### src/hw/rtl/rsp_pkg.sv
// ----------------------------------------------------------------------------
// Raster spatial predictor package
// Shared widths, register indexes, codes and prediction arithmetic.
// ----------------------------------------------------------------------------
package rsp_pkg;

  localparam int SAMPLE_W   = 32;
  localparam int EXT_W      = 33;  // extended sample, signed
  localparam int RES_W      = 34;  // residual of one predictor, signed
  localparam int SUM_W      = 64;
  localparam int CFG_IDX_W  = 3;
  localparam int CFG_DATA_W = 16;
  localparam int ROW_LEN_W  = 13;
  localparam int ROW_IDX_W  = 16;
  localparam int PRED_W     = 2;
  localparam int NUM_PRED   = 4;

  localparam logic [CFG_IDX_W-1:0] REG_MODE          = 3'd0;
  localparam logic [CFG_IDX_W-1:0] REG_PREDICTOR     = 3'd1;
  localparam logic [CFG_IDX_W-1:0] REG_SAMPLE_WIDTH  = 3'd2;
  localparam logic [CFG_IDX_W-1:0] REG_SAMPLE_SIGNED = 3'd3;
  localparam logic [CFG_IDX_W-1:0] REG_ROW_LENGTH    = 3'd4;
  localparam logic [CFG_IDX_W-1:0] REG_SCORE_ROWS    = 3'd5;

  typedef enum logic [1:0] {
    MODE_ENCODE = 2'd0,
    MODE_DECODE = 2'd1,
    MODE_SCORE  = 2'd2,
    MODE_PASS   = 2'd3
  } mode_t;

  typedef enum logic [1:0] {
    PRED_LEFT    = 2'd0,
    PRED_UP      = 2'd1,
    PRED_AVERAGE = 2'd2,
    PRED_PAETH   = 2'd3
  } pred_t;

  typedef enum logic [1:0] {
    WIDTH_8  = 2'd0,
    WIDTH_16 = 2'd1,
    WIDTH_32 = 2'd2,
    WIDTH_32_ALT = 2'd3
  } width_t;

  // One item leaving the prediction stage.
  typedef struct packed {
    logic                           has_res;
    logic                           last;
    logic                           is_score;
    logic                           scored;
    logic [SAMPLE_W-1:0]            value;
    logic [NUM_PRED-1:0][RES_W-1:0] resid;
  } rsp_stage_t;

  function automatic logic [SAMPLE_W-1:0] width_mask(width_t w);
    logic [SAMPLE_W-1:0] m;
    case (w)
      WIDTH_8:  m = 32'h0000_00FF;
      WIDTH_16: m = 32'h0000_FFFF;
      default:  m = 32'hFFFF_FFFF;
    endcase
    return m;
  endfunction

  function automatic logic signed [EXT_W-1:0] extend_raw(logic [SAMPLE_W-1:0] raw,
                                                         width_t w, logic sgn);
    logic signed [EXT_W-1:0] x;
    case (w)
      WIDTH_8:  x = $signed({{25{sgn & raw[7]}}, raw[7:0]});
      WIDTH_16: x = $signed({{17{sgn & raw[15]}}, raw[15:0]});
      default:  x = $signed({sgn & raw[31], raw});
    endcase
    return x;
  endfunction

  function automatic logic signed [EXT_W-1:0] paeth(logic signed [EXT_W-1:0] a,
                                                    logic signed [EXT_W-1:0] b,
                                                    logic signed [EXT_W-1:0] c);
    logic signed [35:0] p;
    logic signed [35:0] da;
    logic signed [35:0] db;
    logic signed [35:0] dc;
    logic signed [EXT_W-1:0] r;
    p  = 36'(a) + 36'(b) - 36'(c);
    da = (p > 36'(a)) ? p - 36'(a) : 36'(a) - p;
    db = (p > 36'(b)) ? p - 36'(b) : 36'(b) - p;
    dc = (p > 36'(c)) ? p - 36'(c) : 36'(c) - p;
    if (da <= db && da <= dc) r = a;
    else if (db <= dc) r = b;
    else r = c;
    return r;
  endfunction

  function automatic logic signed [EXT_W-1:0] predict(pred_t k,
                                                      logic signed [EXT_W-1:0] l,
                                                      logic signed [EXT_W-1:0] u,
                                                      logic signed [EXT_W-1:0] ul);
    logic signed [EXT_W:0]   s;
    logic signed [EXT_W-1:0] r;
    s = $signed({l[EXT_W-1], l}) + $signed({u[EXT_W-1], u});
    // Truncation toward zero: a negative sum is nudged up by one before the shift.
    if (s[EXT_W]) s = s + 34'sd1;
    case (k)
      PRED_LEFT:    r = l;
      PRED_UP:      r = u;
      PRED_AVERAGE: r = EXT_W'(s >>> 1);
      default:      r = paeth(l, u, ul);
    endcase
    return r;
  endfunction

endpackage

### src/hw/rtl/rsp_ifs.sv


interface rsp_out_if import rsp_pkg::*; ();
  logic                valid;
  logic                ready;
  logic [SAMPLE_W-1:0] result_value;
  logic [PRED_W-1:0]   best_predictor;
  logic                end_of_image;

  modport source (output valid, output result_value, output best_predictor,
                  output end_of_image, input ready);
  modport sink   (input valid, input result_value, input best_predictor,
                  input end_of_image, output ready);
endinterface


### src/hw/rtl/rsp_tail.sv
// ----------------------------------------------------------------------------
// Raster spatial predictor result tail
// Score accumulation, winner selection and the output register.
// ----------------------------------------------------------------------------
module rsp_tail import rsp_pkg::*; (
  input  logic            clk,
  input  logic            rst,
  input  logic            in_valid,
  output logic            in_ready,
  input  rsp_stage_t      in_stage,
  rsp_out_if.source       results
);

  // Accumulate stage.
  logic                           b_v;
  rsp_stage_t                     b;
  logic                           b_go;
  logic [NUM_PRED-1:0][SUM_W-1:0] sums;
  logic [NUM_PRED-1:0][SUM_W-1:0] tot;

  // Selection stage.
  logic                           c_v;
  logic                           c_last;
  logic                           c_is_score;
  logic [SAMPLE_W-1:0]            c_value;
  logic [NUM_PRED-1:0][SUM_W-1:0] c_tot;
  logic                           c_go;
  logic                           c_ready;

  // Output register.
  logic                           o_valid;
  logic [SAMPLE_W-1:0]            o_value;
  logic [PRED_W-1:0]              o_best;
  logic                           o_end;
  logic                           o_ready;

  logic [SUM_W-1:0]               min01;
  logic [SUM_W-1:0]               min23;
  logic [PRED_W-1:0]              best01;
  logic [PRED_W-1:0]              best23;
  logic [PRED_W-1:0]              best;

  assign o_ready  = !o_valid || results.ready;
  assign c_go     = c_v && o_ready;
  assign c_ready  = !c_v || o_ready;
  assign b_go     = b_v && (!b.has_res || c_ready);
  assign in_ready = !b_v || b_go;

  always_comb begin
    for (int k = 0; k < NUM_PRED; k++) begin
      logic signed [RES_W-1:0] r;
      logic [RES_W-1:0]        mag;
      r   = $signed(b.resid[k]);
      mag = r[RES_W-1] ? RES_W'(-r) : RES_W'(r);
      tot[k] = b.scored ? sums[k] + SUM_W'(mag) : sums[k];
    end
  end

  always_ff @(posedge clk) begin
    if (rst) begin
      b_v  <= 1'b0;
      sums <= '0;
    end else begin
      if (in_valid && in_ready) begin
        b_v <= 1'b1;
      end else if (b_go) begin
        b_v <= 1'b0;
      end
      if (b_go) begin
        sums <= b.last ? '0 : tot;
      end
    end
  end

  always_ff @(posedge clk) begin
    if (in_valid && in_ready) begin
      b <= in_stage;
    end
  end

  always_ff @(posedge clk) begin
    if (rst) begin
      c_v <= 1'b0;
    end else if (b_go && b.has_res) begin
      c_v <= 1'b1;
    end else if (c_go) begin
      c_v <= 1'b0;
    end
  end

  always_ff @(posedge clk) begin
    if (b_go && b.has_res) begin
      c_last     <= b.last;
      c_is_score <= b.is_score;
      c_value    <= b.value;
      c_tot      <= tot;
    end
  end

  // Strict less-than keeps a tie with the earlier predictor.
  always_comb begin
    best01 = (c_tot[1] < c_tot[0]) ? PRED_W'(PRED_UP) : PRED_W'(PRED_LEFT);
    min01  = (c_tot[1] < c_tot[0]) ? c_tot[1] : c_tot[0];
    best23 = (c_tot[3] < c_tot[2]) ? PRED_W'(PRED_PAETH) : PRED_W'(PRED_AVERAGE);
    min23  = (c_tot[3] < c_tot[2]) ? c_tot[3] : c_tot[2];
    best   = (min23 < min01) ? best23 : best01;
  end

  always_ff @(posedge clk) begin
    if (rst) begin
      o_valid <= 1'b0;
    end else if (c_go) begin
      o_valid <= 1'b1;
    end else if (results.ready) begin
      o_valid <= 1'b0;
    end
  end

  always_ff @(posedge clk) begin
    if (c_go) begin
      o_value <= c_is_score ? '0 : c_value;
      o_best  <= c_is_score ? best : PRED_W'(PRED_LEFT);
      o_end   <= c_last;
    end
  end

  assign results.valid          = o_valid;
  assign results.result_value   = o_value;
  assign results.best_predictor = o_best;
  assign results.end_of_image   = o_end;

endmodule

### src/flat_wrapper.sv
// flat-port wrapper written by rule: the top's interface ports become plain ports
module rsp_tail_flat import rsp_pkg::*;
  (clk, rst, in_valid, in_ready, in_stage, results_valid, results_result_value, results_best_predictor, results_end_of_image, results_ready);
  rsp_out_if results_i ();
  input  logic clk;
  input  logic rst;
  input  logic in_valid;
  output logic in_ready;
  input  rsp_stage_t in_stage;
  output wire logic [$bits(results_i.valid)-1:0] results_valid;
  output wire logic [$bits(results_i.result_value)-1:0] results_result_value;
  output wire logic [$bits(results_i.best_predictor)-1:0] results_best_predictor;
  output wire logic [$bits(results_i.end_of_image)-1:0] results_end_of_image;
  input wire logic [$bits(results_i.ready)-1:0] results_ready;
  assign results_valid = results_i.valid;
  assign results_result_value = results_i.result_value;
  assign results_best_predictor = results_i.best_predictor;
  assign results_end_of_image = results_i.end_of_image;
  assign results_i.ready = results_ready;
  rsp_tail u_core (.clk(clk), .rst(rst), .in_valid(in_valid), .in_ready(in_ready), .in_stage(in_stage), .results(results_i));
endmodule
### config.mk
export PLATFORM = sky130hd
export DESIGN_NAME = rsp_tail_flat
export DESIGN_NICKNAME = d
export VERILOG_FILES = /design/src/hw/rtl/rsp_pkg.sv /design/src/hw/rtl/rsp_ifs.sv /design/src/hw/rtl/rsp_tail.sv /design/src/flat_wrapper.sv
export SDC_FILE = /design/constraint.sdc
export NUM_CORES = 2
export LEC_CHECK = 0
export BUFFER_PORTS_ARGS = -buffer_cell sky130_fd_sc_hd__buf_2
export CAP_MARGIN = 5
export CORE_UTILIZATION = 50
export CTS_BUF_LIST = sky130_fd_sc_hd__clkbuf_4 sky130_fd_sc_hd__clkbuf_8 sky130_fd_sc_hd__clkbuf_16
export CTS_CLUSTER_DIAMETER = 100
export DETAILED_ROUTE_END_ITERATION = 8
export MAX_ROUTING_LAYER = met4
export PLACE_DENSITY_LB_ADDON = 0.2
export SETUP_SLACK_MARGIN = 0.02
export SLEW_MARGIN = 20
export SYNTH_ARGS = -nofsm -noshare
export SYNTH_HDL_FRONTEND = slang
export SYNTH_SLANG_ARGS = --single-unit
### constraint.sdc
create_clock -name clk -period 14.6 [get_ports clk]
set_clock_uncertainty 0.2 [all_clocks]
set_input_delay 0.73 -clock clk [delete_from_list [all_inputs] [get_ports clk]]
set_output_delay 0.73 -clock clk [all_outputs]
set_load 0.02 [all_outputs]
==> results.sh <==
export IMPL_run_status="finished, final reports clean"
export IMPL_grt_antenna_before_repair=0
export IMPL_signed_area_change_from_the_synthesized_netlist_to_the_final_layout_pct=12.1
export IMPL_hold_path_class="input port to register"
export IMPL_clock_insertion_delay_worst_skew_ns=0.66
export IMPL_post_route_cells_drive_above_1_share_pct=14.2
export IMPL_globalplace_congestion=0.904
export IMPL_fin_area_um2=49700
export IMPL_clkSinkCount=756
export IMPL_timing_final_ws_setup_ns=7.47
export IMPL_core_ar_um2=87300
export IMPL_fp_dieH_um=300
export IMPL_final_fill_count=7584
export IMPL_grt_setup_unrepaired="no"
export IMPL_worst_setup_path_start_kind="register"
export IMPL_r2r_path_start="u_core.c_tot[223]"
export IMPL_max_slew_headroom_pct=22.8
export IMPL_cp_end_kind="register"
export IMPL_number_of_clock_buffers_inserted_by_tritoncts=86
export IMPL_syn_area_um2=44400
export IMPL_r2r_end="u_core.results.best_predictor[0]"
export IMPL_n_antenna_cell=0
export IMPL_ios=213
export IMPL_setup_violations_final=0
export IMPL_synth_area_per_cell_um2=10.4
export IMPL_track_usage_pct=25.7
export IMPL_hpwl_detailed_mm=80.9
export IMPL_timing_max_transition_violations_final=0
export IMPL_post_route_period_util_pct=48.9
export IMPL_total_of_warnings_raised_by_yosys=0
export IMPL_synth_top_area_share_pct=33.6
export IMPL_wirelength_routed_mm=114
export IMPL_route_detailed_drc=0
export IMPL_timing_hold_worst_path_depth=1
export IMPL_ant_nets=0
export IMPL_nets=4908
export IMPL_cts_hold_fix_buffers=0
export IMPL_synth_fp_nets=4756
export IMPL_detail_route_vias_per_cell=5.91
export IMPL_die_w_um=300
export IMPL_clock_path_buffers=3
export IMPL_synth_seq_area_share_pct=45.3
export IMPL_synth_top_cells_by_count="sky130_fd_sc_hd__edfxtp_1, sky130_fd_sc_hd__ha_1, sky130_fd_sc_hd__xnor2_1, sky130_fd_sc_hd__nand2_1, sky130_fd_sc_hd__dfxtp_1"
export IMPL_detail_route_iter0_violations=2346
export IMPL_synthArstFlopShare_pct=0
export IMPL_cts_tree="yes"
export IMPL_timing_reg2reg_worst_path_depth=18
export IMPL_hold_fails_final_rpt=0
export IMPL_port_buffer_count=212
export IMPL_netlist_cell_type_count=85
export IMPL_path_max_fanout=48
export IMPL_cellPowerDensity_nw_per_um2=113
export IMPL_num_vias=33200
export IMPL_report_power_total_mw=5.62
export IMPL_globalRoute_totalOverflow=0
export IMPL_setup_slack_at_placement_ns=7.61
export IMPL_clock_tree_root_cell="sky130_fd_sc_hd__clkbuf_16"
export IMPL_timing_hold_worst_endpoint="u_core.b[60]"
export IMPL_place_area_um2=46600
export IMPL_final_hold_worst_slack_ns=0.0422
export IMPL_yosys_area_top_type="sky130_fd_sc_hd__edfxtp_1"
export IMPL_yosys_cell_count_top_type="sky130_fd_sc_hd__edfxtp_1"
export IMPL_initial_utilization_pct=50.8
export IMPL_post_cts_resized=0
export IMPL_slack_of_the_worst_reg_to_reg_path_ns=7.47
export IMPL_critical_path_class="register to register"
export IMPL_number_of_buffers_added_for_setup_after_cts=0
export IMPL_synthTopCellsByArea="sky130_fd_sc_hd__edfxtp_1, sky130_fd_sc_hd__dfxtp_1, sky130_fd_sc_hd__ha_1, sky130_fd_sc_hd__xnor2_1, sky130_fd_sc_hd__mux2_2"
export IMPL_h_tree_depth=3
export IMPL_flop_and_latch_count_out_of_synthesis=756
export IMPL_grt_pass1_vias=31400
export IMPL_number_of_placement_rows=108
export IMPL_finalCriticalPeriod_ns=7.13
export IMPL_floorplan_die_area_um2=89900
export IMPL_drt_pass1_iterations=5
export IMPL_worstMarginPinSlew_ns=1.15
export IMPL_fin_setup_tns_ns=0
export IMPL_total_leakage_power_nw=20.0
export IMPL_timing_critical_path_required_ns=14.76
export IMPL_maxCapViolations=0
export IMPL_worst_ir_drop_vdd_mv=0.0957
export IMPL_arrival_ns=7.30
export IMPL_max_clock_freq_mhz=140
export IMPL_routed_length_per_placed_instance_um=20.2
export IMPL_largest_net_degree_at_the_start_of_global_routing=205
export IMPL_grt_pass1_wl_mm=177
export IMPL_synth_flop_cell="sky130_fd_sc_hd__edfxtp_1"
export IMPL_synth_edf_count=497
export IMPL_clk_pin_slew_ns=0.06
export IMPL_worst_hold_startpoint="in_stage[60]"
export IMPL_synthesis_instances=4247
-- registers in the layout, summed over array words and instances (netlist names) --
| signal | count |
|---|---|
| u_core.results.valid | 1 |
| u_core.c_last | 1 |
| u_core.results.end_of_image | 1 |
| u_core.results.result_value | 32 |
| u_core.b | 172 |
| u_core.c_tot | 256 |
| u_core.c_is_score | 1 |
| u_core.c_value | 32 |
| u_core.sums | 256 |
| u_core.results.best_predictor | 2 |
| u_core.c_v | 1 |
| u_core.b_v | 1 |
-- power breakdown --
part | switching [mW] | total [mW] | leakage, nW | internal, mW
sequential | 0.0603 | 2.44 | 7.01 | 2.38
combinational | 0.481 | 0.807 | 11.4 | 0.325
clock | 0.907 | 2.37 | 1.55 | 1.47
total | 1.45 | 5.62 | 20.0 | 4.17
-- cell usage in the layout (no fill, tap or decap), types with 47 or more instances in the layout --
master	Yosys	routed
sky130_fd_sc_hd__xnor2_1	292	292
sky130_fd_sc_hd__ha_1	329	329
sky130_fd_sc_hd__xor2_1	72	72
sky130_fd_sc_hd__dfxtp_1	259	259
sky130_fd_sc_hd__nor2_1	239	233
sky130_fd_sc_hd__or3_1	47	47
sky130_fd_sc_hd__a21oi_1	251	251
sky130_fd_sc_hd__inv_1	207	207
sky130_fd_sc_hd__nand4_1	78	78
sky130_fd_sc_hd__mux2_2	180	180
sky130_fd_sc_hd__clkbuf_16	0	89
sky130_fd_sc_hd__edfxtp_1	497	497
sky130_fd_sc_hd__and3_1	55	54
sky130_fd_sc_hd__nor2b_1	52	51
sky130_fd_sc_hd__nand2_1	260	258
sky130_fd_sc_hd__a21o_1	129	129
sky130_fd_sc_hd__nand3_1	98	98
sky130_fd_sc_hd__a31oi_1	78	78
sky130_fd_sc_hd__mux2i_1	73	73
sky130_fd_sc_hd__o21ai_0	200	198
sky130_fd_sc_hd__buf_2	8	211
sky130_fd_sc_hd__a22o_1	62	62
sky130_fd_sc_hd__o31ai_1	76	76
sky130_fd_sc_hd__nor3_1	65	64
sky130_fd_sc_hd__a22oi_1	77	77
-- kinds of logic (layout without fill, tap and decap cells) --
family / after synthesis / count (layout) / share of synthesized area, %
fa+ha+maj: 333 / 333 / 9.46
simple gates: 1055 / 1055 / 12.1
flops: 756 / 756 / 45.3
compound gates: 1094 / 1094 / 16.4
xor+xnor: 364 / 364 / 7.19
buf+inv: 392 / 617 / 3.35
mux: 253 / 253 / 6.22
-- per-layer routing --
layer | vias to the layer above | track usage, % | routed length [µm]
li1 | 16200 | - | -
met1 | 16000 | 33.9 | 51300
met2 | 866 | 41.2 | 53600
met3 | 185 | 3.19 | 5840
met4 | 0 | 7.73 | 2930
met5 | - | - | 0
-- worst max-delay path, cell delays in order (launching register included) --
cell	delay, ns
sky130_fd_sc_hd__edfxtp_1	0.39
sky130_fd_sc_hd__ha_1	0.32
sky130_fd_sc_hd__nand4_1	0.14
sky130_fd_sc_hd__nor4_1	0.44
sky130_fd_sc_hd__nor4b_1	0.91
sky130_fd_sc_hd__a2111oi_1	0.34
sky130_fd_sc_hd__nor2_4	0.50
sky130_fd_sc_hd__buf_4	0.62
sky130_fd_sc_hd__mux2_2	0.41
sky130_fd_sc_hd__ha_1	0.33
sky130_fd_sc_hd__a2111oi_0	0.52
sky130_fd_sc_hd__o21ai_0	0.19
sky130_fd_sc_hd__a221oi_1	0.31
sky130_fd_sc_hd__o22a_1	0.18
sky130_fd_sc_hd__o211ai_1	0.12
sky130_fd_sc_hd__a2111oi_0	0.56
sky130_fd_sc_hd__a21oi_1	0.14
sky130_fd_sc_hd__nand2_1	0.13
sky130_fd_sc_hd__mux2i_1	0.08
-- worst max-delay path by stage --
stage,from,endpoint,slack (ns)
after CTS,u_core.c_tot[223],u_core.results.best_predictor[0],7.54
after floorplan,results_ready,u_core.c_is_score,6.14
final,u_core.c_tot[223],u_core.results.best_predictor[0],7.47
after global routing,u_core.c_tot[223],u_core.results.best_predictor[0],7.13
after detailed placement,u_core.c_tot[222],u_core.results.best_predictor[0],7.61
after global placement,u_core.c_tot[222],u_core.results.best_predictor[1],7.64
-- per-stage QoR --
stage / std cells / util (%)
after global placement: 5465 / 53.3
after floorplan: 4247 / -
after global routing: 5627 / 57.0
after detailed placement: 5465 / 53.3
after CTS: 5626 / 56.9
final: 5627 / 57.0
-- layout make-up --
| cell class | instances | area (µm²) | area share, % |
|---|---|---|---|
| flip-flops and latches | 756 | 20100 | 40.4 |
| multi-input cells | 3099 | 22900 | 46.0 |
| clock inverters | 50 | 712 | 1.43 |
| inverters | 208 | 781 | 1.57 |
| repair buffers | 248 | 1370 | 2.75 |
| clock buffers | 111 | 2430 | 4.89 |
| well taps | 1155 | 1450 | 2.91 |
Note: power is estimated with default switching activity, not from simulation.
